[config.mk]
export PLATFORM = sky130hd
export DESIGN_NAME = grid_neighbour_mine_count_top_flat
export DESIGN_NICKNAME = d
export VERILOG_FILES = /design/src/gnmc_pkg.sv /design/src/gnmc_if.sv /design/src/gnmc_line_mem.sv /design/src/gnmc_result_fifo.sv /design/src/gnmc_scan.sv /design/src/grid_neighbour_mine_count_top.sv /design/src/flat_wrapper.sv
export SDC_FILE = /design/constraint.sdc
export NUM_CORES = 1
export LEC_CHECK = 0
export BUFFER_PORTS_ARGS = -buffer_cell sky130_fd_sc_hd__buf_2
export CAP_MARGIN = 20
export CORE_MARGIN = 2
export CORE_UTILIZATION = 39
export DETAILED_ROUTE_END_ITERATION = 16
export PLACE_DENSITY = 0.63
export SETUP_SLACK_MARGIN = 0.4
export SLEW_MARGIN = 0
export SYNTH_ARGS = -nofsm -noshare
export SYNTH_HDL_FRONTEND = slang
export SYNTH_HIERARCHICAL = 1
export SYNTH_SLANG_ARGS = --single-unit
[constraint.sdc]
create_clock -name i_clk -period 4.5 [get_ports i_clk]
set_input_delay 0.225 -clock i_clk [delete_from_list [all_inputs] [get_ports i_clk]]
set_output_delay 0.225 -clock i_clk [all_outputs]
set_load 0.02 [all_outputs]
[src/gnmc_pkg.sv]
`timescale 1ns / 1ps
// shared constants and types for the neighbour mine counter
package gnmc_pkg;

    localparam int MAX_WIDTH  = 64;
    localparam int MAX_HEIGHT = 1024;
    localparam int ADDR_W     = $clog2(MAX_WIDTH);
    localparam int ROW_W      = $clog2(MAX_HEIGHT + 1);
    localparam int WIDTH_REG_W  = 7;
    localparam int HEIGHT_REG_W = 11;
    localparam int CFG_DATA_W   = 11;
    localparam int COUNT_W      = 4;

    localparam logic [7:0] MINE_BYTE = 8'd42;
    localparam logic [7:0] SKIP_BYTE = 8'd10;

    localparam int FIFO_DEPTH = 8;
    localparam int FIFO_AW    = $clog2(FIFO_DEPTH);
    localparam int FIFO_CNT_W = $clog2(FIFO_DEPTH + 1);

    typedef enum logic [0:0] {
        CFG_GRID_WIDTH  = 1'b0,
        CFG_GRID_HEIGHT = 1'b1
    } t_cfg_idx;

    // one line store entry: the cell two rows up and the cell one row up
    typedef struct packed {
        logic above;
        logic middle;
    } t_line_word;

    typedef struct packed {
        logic                we;
        logic [ADDR_W-1:0]   waddr;
        t_line_word          wdata;
        logic [ADDR_W-1:0]   raddr_a;
        logic [ADDR_W-1:0]   raddr_b;
    } t_mem_req;

    typedef struct packed {
        logic               is_mine;
        logic [COUNT_W-1:0] neighbour_count;
        logic               end_of_row;
        logic               end_of_frame;
    } t_result;

    typedef struct packed {
        logic [1:0] n;
        t_result    r0;
        t_result    r1;
    } t_push;

endpackage

[src/gnmc_if.sv]
`timescale 1ns / 1ps
// request channels for cell bytes in and cell results out
interface gnmc_in_if;
    logic       valid;
    logic       ready;
    logic [7:0] cell_byte;
    logic       flush;

    modport source (output valid, output cell_byte, output flush, input ready);
    modport sink   (input valid, input cell_byte, input flush, output ready);
endinterface

interface gnmc_out_if;
    logic                         valid;
    logic                         ready;
    logic                         is_mine;
    logic [gnmc_pkg::COUNT_W-1:0] neighbour_count;
    logic                         end_of_row;
    logic                         end_of_frame;

    modport source (output valid, output is_mine, output neighbour_count,
                    output end_of_row, output end_of_frame, input ready);
    modport sink   (input valid, input is_mine, input neighbour_count,
                    input end_of_row, input end_of_frame, output ready);
endinterface

[src/gnmc_line_mem.sv]
`timescale 1ns / 1ps
// line store ram: two registered read ports, one write port, per-entry valid bits
module gnmc_line_mem (
    input  logic                   i_clk,
    input  logic                   i_rst_n,
    input  gnmc_pkg::t_mem_req     i_req,
    output gnmc_pkg::t_line_word   o_rd_a,
    output gnmc_pkg::t_line_word   o_rd_b
);

    gnmc_pkg::t_line_word r_mem [gnmc_pkg::MAX_WIDTH];
    logic [gnmc_pkg::MAX_WIDTH-1:0] r_vld;
    gnmc_pkg::t_line_word r_rd_a;
    gnmc_pkg::t_line_word r_rd_b;

    always_ff @(posedge i_clk) begin
        if (i_req.we) begin
            r_mem[i_req.waddr] <= i_req.wdata;
        end
    end

    always_ff @(posedge i_clk) begin
        if (!i_rst_n) begin
            r_vld <= '0;
        end else if (i_req.we) begin
            r_vld[i_req.waddr] <= 1'b1;
        end
    end

    // write-first: a read of the entry being written sees the new word
    always_ff @(posedge i_clk) begin
        if (i_req.we && i_req.waddr == i_req.raddr_a) begin
            r_rd_a <= i_req.wdata;
        end else if (r_vld[i_req.raddr_a]) begin
            r_rd_a <= r_mem[i_req.raddr_a];
        end else begin
            r_rd_a <= '0;
        end
        if (i_req.we && i_req.waddr == i_req.raddr_b) begin
            r_rd_b <= i_req.wdata;
        end else if (r_vld[i_req.raddr_b]) begin
            r_rd_b <= r_mem[i_req.raddr_b];
        end else begin
            r_rd_b <= '0;
        end
    end

    assign o_rd_a = r_rd_a;
    assign o_rd_b = r_rd_b;

endmodule

[src/gnmc_result_fifo.sv]
`timescale 1ns / 1ps
// result queue: takes up to two results a cycle, hands out one
module gnmc_result_fifo (
    input  logic                                i_clk,
    input  logic                                i_rst_n,
    input  gnmc_pkg::t_push                     i_push,
    output logic [gnmc_pkg::FIFO_CNT_W-1:0]     o_count,
    gnmc_out_if.source                          o_res
);

    gnmc_pkg::t_result r_mem [gnmc_pkg::FIFO_DEPTH];
    logic [gnmc_pkg::FIFO_AW-1:0]    r_head;
    logic [gnmc_pkg::FIFO_AW-1:0]    r_tail;
    logic [gnmc_pkg::FIFO_CNT_W-1:0] r_count;
    logic [gnmc_pkg::FIFO_AW-1:0]    n_tail1;
    logic                            pop;
    gnmc_pkg::t_result               head_data;

    assign pop       = o_res.valid && o_res.ready;
    assign n_tail1   = r_tail + gnmc_pkg::FIFO_AW'(1);
    assign head_data = r_mem[r_head];

    always_ff @(posedge i_clk) begin
        if (i_push.n != 2'd0) begin
            r_mem[r_tail] <= i_push.r0;
        end
        if (i_push.n == 2'd2) begin
            r_mem[n_tail1] <= i_push.r1;
        end
    end

    always_ff @(posedge i_clk) begin
        if (!i_rst_n) begin
            r_head  <= '0;
            r_tail  <= '0;
            r_count <= '0;
        end else begin
            r_tail  <= r_tail + gnmc_pkg::FIFO_AW'(i_push.n);
            r_head  <= r_head + gnmc_pkg::FIFO_AW'(pop);
            r_count <= r_count + gnmc_pkg::FIFO_CNT_W'(i_push.n)
                       - gnmc_pkg::FIFO_CNT_W'(pop);
        end
    end

    assign o_count               = r_count;
    assign o_res.valid           = r_count != '0;
    assign o_res.is_mine         = head_data.is_mine;
    assign o_res.neighbour_count = head_data.neighbour_count;
    assign o_res.end_of_row      = head_data.end_of_row;
    assign o_res.end_of_frame    = head_data.end_of_frame;

endmodule

[src/gnmc_scan.sv]
`timescale 1ns / 1ps
// scan control: position tracking, line store access and 3x3 window counting
module gnmc_scan (
    input  logic                                  i_clk,
    input  logic                                  i_rst_n,
    input  logic [gnmc_pkg::WIDTH_REG_W-1:0]      i_width,
    input  logic [gnmc_pkg::ROW_W-1:0]            i_height,
    input  logic [gnmc_pkg::FIFO_CNT_W-1:0]       i_fifo_count,
    input  gnmc_pkg::t_line_word                  i_rd_a,
    input  gnmc_pkg::t_line_word                  i_rd_b,
    output gnmc_pkg::t_mem_req                    o_mem,
    output gnmc_pkg::t_push                       o_push,
    gnmc_in_if.sink                               i_cell
);

    typedef struct packed {
        logic                        valid;
        logic                        flush;
        logic                        mine;
        logic [gnmc_pkg::ADDR_W-1:0] addr;
        logic                        row_ge1;
        logic                        row_ge2;
        logic                        col_ge1;
        logic                        last;
        logic [1:0]                  nres;
    } t_s1;

    function automatic logic [gnmc_pkg::COUNT_W-1:0] ones9(input logic [8:0] v);
        logic [gnmc_pkg::COUNT_W-1:0] n;
        n = '0;
        for (int k = 0; k < 9; k++) begin
            n = n + gnmc_pkg::COUNT_W'(v[k]);
        end
        return n;
    endfunction

    function automatic gnmc_pkg::t_result window_result(input logic [8:0] w,
                                                        input logic eor);
        gnmc_pkg::t_result r;
        r.is_mine         = w[4];
        r.neighbour_count = w[4] ? '0 : ones9(w & 9'h1EF);
        r.end_of_row      = eor;
        r.end_of_frame    = 1'b0;
        return r;
    endfunction

    logic [gnmc_pkg::ADDR_W-1:0] r_col, n_col;
    logic [gnmc_pkg::ROW_W-1:0]  r_row, n_row;
    logic [gnmc_pkg::ADDR_W-1:0] r_fpos, n_fpos;
    t_s1                         r_s1, n_s1;
    logic [8:0]                  r_win;
    gnmc_pkg::t_line_word        r_prev;

    logic pending, accept, cell_ok, flush_ok;
    logic col_last, fpos_last, row_ge1, row_ge2;
    logic [gnmc_pkg::FIFO_CNT_W:0] room_need;

    // stage 1 signals
    logic       up, mid;
    logic [2:0] col3;
    logic [8:0] win, win_sh;
    gnmc_pkg::t_result res_a, res_b, res_f;
    logic [gnmc_pkg::COUNT_W-1:0] fcnt;

    assign pending   = r_row >= i_height;
    assign cell_ok   = !i_cell.flush && i_cell.cell_byte != gnmc_pkg::SKIP_BYTE && !pending;
    assign flush_ok  = i_cell.flush && pending;
    assign col_last  = ({1'b0, r_col} + 7'd1) >= i_width;
    assign fpos_last = ({1'b0, r_fpos} + 7'd1) >= i_width;
    assign row_ge1   = r_row != '0;
    assign row_ge2   = r_row >= gnmc_pkg::ROW_W'(2);

    // worst case: stage 1 results plus two for the new request must fit in the queue
    assign room_need = {1'b0, i_fifo_count} + (gnmc_pkg::FIFO_CNT_W + 1)'(r_s1.nres)
                       + (gnmc_pkg::FIFO_CNT_W + 1)'(2);
    assign i_cell.ready = room_need <= (gnmc_pkg::FIFO_CNT_W + 1)'(gnmc_pkg::FIFO_DEPTH);
    assign accept = i_cell.valid && i_cell.ready;

    always_comb begin
        n_col  = r_col;
        n_row  = r_row;
        n_fpos = r_fpos;
        n_s1   = '0;
        if (accept) begin
            priority if (flush_ok) begin
                n_s1.valid   = 1'b1;
                n_s1.flush   = 1'b1;
                n_s1.addr    = r_fpos;
                n_s1.col_ge1 = r_fpos != '0;
                n_s1.last    = fpos_last;
                n_s1.nres    = 2'd1;
                if (fpos_last) begin
                    n_row  = '0;
                    n_col  = '0;
                    n_fpos = '0;
                end else begin
                    n_fpos = r_fpos + gnmc_pkg::ADDR_W'(1);
                end
            end else if (cell_ok) begin
                n_s1.valid   = 1'b1;
                n_s1.mine    = i_cell.cell_byte == gnmc_pkg::MINE_BYTE;
                n_s1.addr    = r_col;
                n_s1.row_ge1 = row_ge1;
                n_s1.row_ge2 = row_ge2;
                n_s1.col_ge1 = r_col != '0;
                n_s1.last    = col_last;
                n_s1.nres    = 2'(row_ge1 && r_col != '0) + 2'(row_ge1 && col_last);
                if (col_last) begin
                    n_col  = '0;
                    n_row  = r_row + gnmc_pkg::ROW_W'(1);
                    n_fpos = '0;
                end else begin
                    n_col = r_col + gnmc_pkg::ADDR_W'(1);
                end
            end else begin
                n_s1 = '0;
            end
        end
    end

    always_ff @(posedge i_clk) begin
        if (!i_rst_n) begin
            r_col  <= '0;
            r_row  <= '0;
            r_fpos <= '0;
            r_s1   <= '0;
            r_win  <= '0;
        end else begin
            r_col  <= n_col;
            r_row  <= n_row;
            r_fpos <= n_fpos;
            r_s1   <= n_s1;
            if (r_s1.valid) begin
                if (r_s1.flush) begin
                    if (r_s1.last) begin
                        r_win <= '0;
                    end
                end else begin
                    r_win <= r_s1.last ? win_sh : win;
                end
            end
        end
    end

    // entry left of the flush position; a cell written there keeps it current
    always_ff @(posedge i_clk) begin
        if (r_s1.valid && r_s1.flush) begin
            r_prev <= i_rd_a;
        end else if (o_mem.we && o_mem.waddr == r_fpos - gnmc_pkg::ADDR_W'(1)) begin
            r_prev <= o_mem.wdata;
        end
    end

    // read both ports every cycle; data matters only for an accepted request
    always_comb begin
        o_mem.raddr_a      = i_cell.flush ? r_fpos : r_col;
        o_mem.raddr_b      = r_fpos + gnmc_pkg::ADDR_W'(1);
        o_mem.we           = r_s1.valid && !r_s1.flush;
        o_mem.waddr        = r_s1.addr;
        o_mem.wdata.above  = mid;
        o_mem.wdata.middle = r_s1.mine;
    end

    // window columns: bit 0 top, bit 1 middle, bit 2 bottom; oldest column lowest
    assign up     = r_s1.row_ge2 & i_rd_a.above;
    assign mid    = r_s1.row_ge1 & i_rd_a.middle;
    assign col3   = {r_s1.mine, mid, up};
    assign win    = r_s1.col_ge1 ? {col3, r_win[8:3]} : {col3, 6'b0};
    assign win_sh = {3'b0, win[8:3]};
    assign res_a  = window_result(win, 1'b0);
    assign res_b  = window_result(win_sh, 1'b1);

    assign fcnt = gnmc_pkg::COUNT_W'(i_rd_a.above)
                  + (r_s1.col_ge1 ? gnmc_pkg::COUNT_W'(r_prev.above)
                                    + gnmc_pkg::COUNT_W'(r_prev.middle) : '0)
                  + (!r_s1.last ? gnmc_pkg::COUNT_W'(i_rd_b.above)
                                  + gnmc_pkg::COUNT_W'(i_rd_b.middle) : '0);

    always_comb begin
        res_f.is_mine         = i_rd_a.middle;
        res_f.neighbour_count = i_rd_a.middle ? '0 : fcnt;
        res_f.end_of_row      = r_s1.last;
        res_f.end_of_frame    = r_s1.last;
    end

    always_comb begin
        o_push.n  = r_s1.valid ? r_s1.nres : 2'd0;
        o_push.r1 = res_b;
        if (r_s1.flush) begin
            o_push.r0 = res_f;
        end else if (r_s1.row_ge1 && r_s1.col_ge1) begin
            o_push.r0 = res_a;
        end else begin
            o_push.r0 = res_b;
        end
    end

endmodule

[src/grid_neighbour_mine_count_top.sv]
`timescale 1ns / 1ps
// results: a result is pushed in the cycle after the request that completes it and is
//   offered on o_res the cycle after that, once the result queue holds it
// throughput: one request per cycle, set by the single line store read and write
//   per cell; i_cell.ready drops only when the 8-entry result queue could overflow
// reset (synchronous, active low): clears positions, window, queue and the line store
//   valid bits at once; grid_width returns to 64, grid_height to 1024; no clearing pass
module grid_neighbour_mine_count_top (
    input  logic                                i_clk,
    input  logic                                i_rst_n,
    input  logic                                i_cfg_we,
    input  logic [0:0]                          i_cfg_idx,
    input  logic [gnmc_pkg::CFG_DATA_W-1:0]     i_cfg_data,
    gnmc_in_if.sink                             i_cell,
    gnmc_out_if.source                          o_res
);

    logic [gnmc_pkg::WIDTH_REG_W-1:0]  r_grid_width;
    logic [gnmc_pkg::HEIGHT_REG_W-1:0] r_grid_height;
    logic [gnmc_pkg::WIDTH_REG_W-1:0]  width_used;
    logic [gnmc_pkg::ROW_W-1:0]        height_used;
    logic [gnmc_pkg::FIFO_CNT_W-1:0]   fifo_count;
    gnmc_pkg::t_mem_req                mem_req;
    gnmc_pkg::t_line_word              rd_a, rd_b;
    gnmc_pkg::t_push                   push;

    always_ff @(posedge i_clk) begin
        if (!i_rst_n) begin
            r_grid_width  <= gnmc_pkg::WIDTH_REG_W'(gnmc_pkg::MAX_WIDTH);
            r_grid_height <= gnmc_pkg::HEIGHT_REG_W'(gnmc_pkg::MAX_HEIGHT);
        end else if (i_cfg_we) begin
            unique case (gnmc_pkg::t_cfg_idx'(i_cfg_idx))
                gnmc_pkg::CFG_GRID_WIDTH: begin
                    r_grid_width <= i_cfg_data[gnmc_pkg::WIDTH_REG_W-1:0];
                end
                gnmc_pkg::CFG_GRID_HEIGHT: begin
                    r_grid_height <= i_cfg_data[gnmc_pkg::HEIGHT_REG_W-1:0];
                end
            endcase
        end
    end

    // clamp to 1..max
    always_comb begin
        if (r_grid_width == '0) begin
            width_used = gnmc_pkg::WIDTH_REG_W'(1);
        end else if (r_grid_width > gnmc_pkg::WIDTH_REG_W'(gnmc_pkg::MAX_WIDTH)) begin
            width_used = gnmc_pkg::WIDTH_REG_W'(gnmc_pkg::MAX_WIDTH);
        end else begin
            width_used = r_grid_width;
        end
        if (r_grid_height == '0) begin
            height_used = gnmc_pkg::ROW_W'(1);
        end else if (r_grid_height > gnmc_pkg::HEIGHT_REG_W'(gnmc_pkg::MAX_HEIGHT)) begin
            height_used = gnmc_pkg::ROW_W'(gnmc_pkg::MAX_HEIGHT);
        end else begin
            height_used = gnmc_pkg::ROW_W'(r_grid_height);
        end
    end

    gnmc_scan u_scan (
        .i_clk        (i_clk),
        .i_rst_n      (i_rst_n),
        .i_width      (width_used),
        .i_height     (height_used),
        .i_fifo_count (fifo_count),
        .i_rd_a       (rd_a),
        .i_rd_b       (rd_b),
        .o_mem        (mem_req),
        .o_push       (push),
        .i_cell       (i_cell)
    );

    gnmc_line_mem u_line_mem (
        .i_clk   (i_clk),
        .i_rst_n (i_rst_n),
        .i_req   (mem_req),
        .o_rd_a  (rd_a),
        .o_rd_b  (rd_b)
    );

    gnmc_result_fifo u_fifo (
        .i_clk   (i_clk),
        .i_rst_n (i_rst_n),
        .i_push  (push),
        .o_count (fifo_count),
        .o_res   (o_res)
    );

endmodule

[src/flat_wrapper.sv]
// flat-port wrapper written by rule: the top's interface ports become plain ports
module grid_neighbour_mine_count_top_flat 
  (i_clk, i_rst_n, i_cfg_we, i_cfg_idx, i_cfg_data, i_cell_valid, i_cell_cell_byte, i_cell_flush, i_cell_ready, o_res_valid, o_res_is_mine, o_res_neighbour_count, o_res_end_of_row, o_res_end_of_frame, o_res_ready);
  gnmc_in_if i_cell_i ();
  gnmc_out_if o_res_i ();
  input  logic i_clk;
  input  logic i_rst_n;
  input  logic i_cfg_we;
  input  logic [0:0] i_cfg_idx;
  input  logic [gnmc_pkg::CFG_DATA_W-1:0] i_cfg_data;
  input wire logic [$bits(i_cell_i.valid)-1:0] i_cell_valid;
  input wire logic [$bits(i_cell_i.cell_byte)-1:0] i_cell_cell_byte;
  input wire logic [$bits(i_cell_i.flush)-1:0] i_cell_flush;
  output wire logic [$bits(i_cell_i.ready)-1:0] i_cell_ready;
  output wire logic [$bits(o_res_i.valid)-1:0] o_res_valid;
  output wire logic [$bits(o_res_i.is_mine)-1:0] o_res_is_mine;
  output wire logic [$bits(o_res_i.neighbour_count)-1:0] o_res_neighbour_count;
  output wire logic [$bits(o_res_i.end_of_row)-1:0] o_res_end_of_row;
  output wire logic [$bits(o_res_i.end_of_frame)-1:0] o_res_end_of_frame;
  input wire logic [$bits(o_res_i.ready)-1:0] o_res_ready;
  assign i_cell_i.valid = i_cell_valid;
  assign i_cell_i.cell_byte = i_cell_cell_byte;
  assign i_cell_i.flush = i_cell_flush;
  assign i_cell_ready = i_cell_i.ready;
  assign o_res_valid = o_res_i.valid;
  assign o_res_is_mine = o_res_i.is_mine;
  assign o_res_neighbour_count = o_res_i.neighbour_count;
  assign o_res_end_of_row = o_res_i.end_of_row;
  assign o_res_end_of_frame = o_res_i.end_of_frame;
  assign o_res_i.ready = o_res_ready;
  grid_neighbour_mine_count_top u_core (.i_clk(i_clk), .i_rst_n(i_rst_n), .i_cfg_we(i_cfg_we), .i_cfg_idx(i_cfg_idx), .i_cfg_data(i_cfg_data), .i_cell(i_cell_i), .o_res(o_res_i));
endmodule
==> reports/qor.csv <==
metric,value,unit
Worst-Skew Late Latency,540,ps
clock sink count,326,
placed cell count,2087,
share of cells above drive strength 1,17.3,%
Routed Antenna Nets,0,
syn avg cell area,11.8,sq um
critical path capture point,u_core/u_fifo/r_mem[7][3],
first-pass GRT wire length,69500,um
Die X,218,um
CP Launch Point,u_core/u_scan/r_s1[3],
Root Driver,clkbuf_16,
Placed Area,0.0185,sq mm
Async SR Flop Fraction,0,%
Post-CTS Setup Bufs,0,
final setup fails,0,
P_leak,0.00703,uW
GPL Wtd Cong,0.921,
worst slew pin tran,1140,ps
initial core utilization,39.4,%
total CTS buffers,37,
r2r startpoint,u_core/u_scan/r_s1[3],
Mapped Cells,1521,
vias in the first global route,12200,
"EDFF count, synth",186,
via count,12300,
peak fanout along the critical path,13,
TritonCTS clock tree,yes,
WL/cell,20.3,um
crit share post-route,84.8,%
Crit Path Category,reg2reg,
Non-Filler Instances,2172,
NumNets Final,1634,
worst r2r dst,u_core/u_fifo/r_mem[7][3],
Fin Setup TNS,0,ps
Max-Slew Margin vs Limit,23.9,%
Hold Slack,128,ps
initial drt markers,951,
sequential share of the synthesized area,46.9,%
CTS H-Tree Depth,2,
fmax,262,MHz
grt ovf,0,
Die Height,218,um
gr usage total,18.7,%
critical path arrival,4230,ps
CTS max path bufs,3,
initial antenna violation count,0,
critical path required time,4910,ps
clk_skew,19.6,ps
row count,78,
Max-Cap Viols,0,
Startpoint Class,flop,
number of synthesized register bits,326,
port bufs,34,
power density over cell area,356,mW/mm^2
Clock transition at path regs,60,ps
"Cell Area, Synth",0.0179,sq mm
status,"complete, no violations",
DR DRC count,0,
# IOs,35,
Reg2Reg Setup Slack,690,ps
Worst setup EP type,flop,
peak supply drop,0.000208,V
cell area after layout,0.0200,sq mm
TritonRoute pass-1 iters,7,
"Slew Viols, Final",0,
Area Growth Syn to Fin,11.5,%
final hold viol count,0,
final wirelength,44200,um
Fillers,4162,
Die Area,0.0476,sq mm
reg2reg path depth,12,
DP HPWL,30200,um
vias per cell,5.65,
worst min path class,in2reg,
setup repair after global routing missed its margin,false,
min Tclk post-route,3810,ps
Yosys warnings,6,
core area,0.0454,sq mm
"Top FF cell, synth",edfxtp_1,
diode count,0,
largest net degree at the start of global routing,100,
post-synthesis cell type count,77,
==> cells in the final DEF, fill, tap and decap left out, types with 13 or more instances in the layout <==
cell type,count
and3_1,13
mux4_1,30
nand2_1,122
o21ai_0,23
a22oi_1,43
buf_4,25
nand3_1,59
clkbuf_16,37
nand4_1,16
nor3_1,16
mux4_2,39
dlygate4sd3_1,15
nand2b_1,16
edfxtp_1,186
xnor2_1,14
xor2_1,16
nor2_1,110
inv_1,61
o21a_1,68
mux2_2,70
mux2i_1,82
ha_1,53
dfxtp_1,138
nor2b_1,36
buf_2,33
and2_1,21
a21oi_1,38
==> where the power goes <==
part           switching [uW]  internal, uW  total, uW
clock network            1230          1970       3200
logic                     369           308        677
registers                67.5          3160       3230
total                    1670          5440       7100
==> cell families (layout without fill, tap and decap cells) <==
group / count (synthesis) / in the layout / share of synthesized area, %
muxes: 225 / 225 / 18.6
xor gates and xnor gates: 34 / 34 / 1.75
other: 2 / 3 / 0.0420
DFF: 326 / 326 / 46.9
adders and majority gates: 65 / 65 / 5.00
AOI/OAI and AO/OA: 262 / 262 / 10.5
and+or+nand+nor: 451 / 451 / 12.4
buffers and inverters: 156 / 206 / 4.74
==> worst max-delay path: stages, from the launching register on <==
cell and delay (ps):
dfxtp_2 380, and2_1 190, fa_1 470, inv_1 50, fa_1 470, fa_1 520
inv_1 40, ha_1 200, fa_1 470, nor3b_1 180, a21oi_1 60, o21ai_1 390
mux2_2 250
==> per-stage QoR <==
| step | utilization (%) | total power, uW | setup WS (ps) |
|---|---|---|---|
| 6_report | 44.0 | 7100 | 685 |
| 5_1_grt | 44.0 | 7380 | 497 |
| 4_1_cts | 43.9 | 7170 | 417 |
| 3_5_place_dp | 40.7 | 3960 | 363 |
| 3_3_place_gp | 40.7 | 3940 | 452 |
| 2_1_floorplan | - | 3810 | 673 |
==> registers in the layout, summed over array words and instances, names as in the netlist, 7 cells and up <==
| signal | cells |
|---|---|
| u_core/r_grid_height | 11 |
| u_core/r_grid_width | 7 |
| u_core/u_fifo/r_mem | 56 |
| u_core/u_line_mem/r_mem | 128 |
| u_core/u_line_mem/r_vld | 64 |
| u_core/u_scan/o_mem | 7 |
| u_core/u_scan/r_row | 11 |
| u_core/u_scan/r_s1 | 8 |
==> how the worst min path moves through the flow <==
stage | start | end | slack [ps] | cells after the start
2_1_floorplan | i_cfg_data[6] | u_core/r_grid_width[6] | 350 | 2
3_3_place_gp | i_cfg_data[10] | u_core/r_grid_height[10] | 440 | 3
3_5_place_dp | i_cfg_data[10] | u_core/r_grid_height[10] | 450 | 3
4_1_cts | i_cfg_idx | u_core/r_grid_width[6] | 110 | 4
5_1_grt | i_cfg_idx | u_core/r_grid_width[6] | 130 | 4
6_report | i_cfg_idx | u_core/r_grid_width[6] | 130 | 4
==> Yosys cell counts, types with 7 or more instances <==
| library cell | n | area share [%] |
|---|---|---|
| buf_2 | 13 | 0.36 |
| and2_1 | 21 | 0.73 |
| nor3b_1 | 7 | 0.29 |
| nor2b_1 | 36 | 1.3 |
| mux4_1 | 30 | 4.4 |
| nand2_1 | 122 | 2.6 |
| ha_1 | 54 | 3.8 |
| nor2_1 | 110 | 2.3 |
| and3_1 | 13 | 0.45 |
| mux4_2 | 39 | 4.9 |
| mux2i_1 | 82 | 4.6 |
| a221o_1 | 8 | 0.45 |
| clkbuf_1 | 36 | 0.75 |
| fa_1 | 11 | 1.2 |
| nor4_1 | 7 | 0.24 |
| nand4_1 | 16 | 0.56 |
| a21boi_2 | 12 | 0.75 |
| edfxtp_1 | 186 | 31 |
| nand2b_1 | 16 | 0.56 |
| buf_4 | 20 | 0.84 |
| xor2_1 | 17 | 0.83 |
| o21a_1 | 68 | 2.9 |
| a21oi_1 | 38 | 1.1 |
| mux2_2 | 70 | 4.4 |
| a22o_1 | 8 | 0.39 |
| a21o_1 | 8 | 0.34 |
| o21ai_0 | 30 | 0.84 |
| nor3_1 | 16 | 0.45 |
| buf_6 | 12 | 0.75 |
| dfxtp_1 | 140 | 16 |
| a22oi_1 | 43 | 1.8 |
| xnor2_1 | 15 | 0.73 |
| inv_1 | 63 | 1.3 |
| a31oi_1 | 12 | 0.42 |
| nand3_1 | 59 | 1.6 |
==> routing by layer <==
layer  share of wire, %  vias to the layer above  global-route usage, %  wire, um
li1                   -                     5716                      -         -
met1                 42                     6082                   23.9     18700
met2                 48                      372                   31.1     21000
met3                7.3                      102                   4.54      3210
met4                2.8                        0                   6.55      1240
met5                  0                        -                      0         0
==> final cells by class <==
cell class | instances | area [sq um] | share of cell area [%]
flip-flops and latches | 326 | 8390 | 42.1
multi-input cells | 1040 | 8720 | 43.7
clock buffers | 50 | 1030 | 5.19
repair buffers | 75 | 551 | 2.76
clock inverters | 18 | 268 | 1.34
inverters | 63 | 236 | 1.19
well taps | 600 | 751 | 3.76
==> timing repair <==
action / CTS / global route
cloned: 0 / 0
endpoints found under the setup margin: 8 / 16
resized for setup: 1 / 2
endpoints found under the hold margin: 20 / 0
hold buffers: 15 / 0
Power figures use the tool's default switching activity.
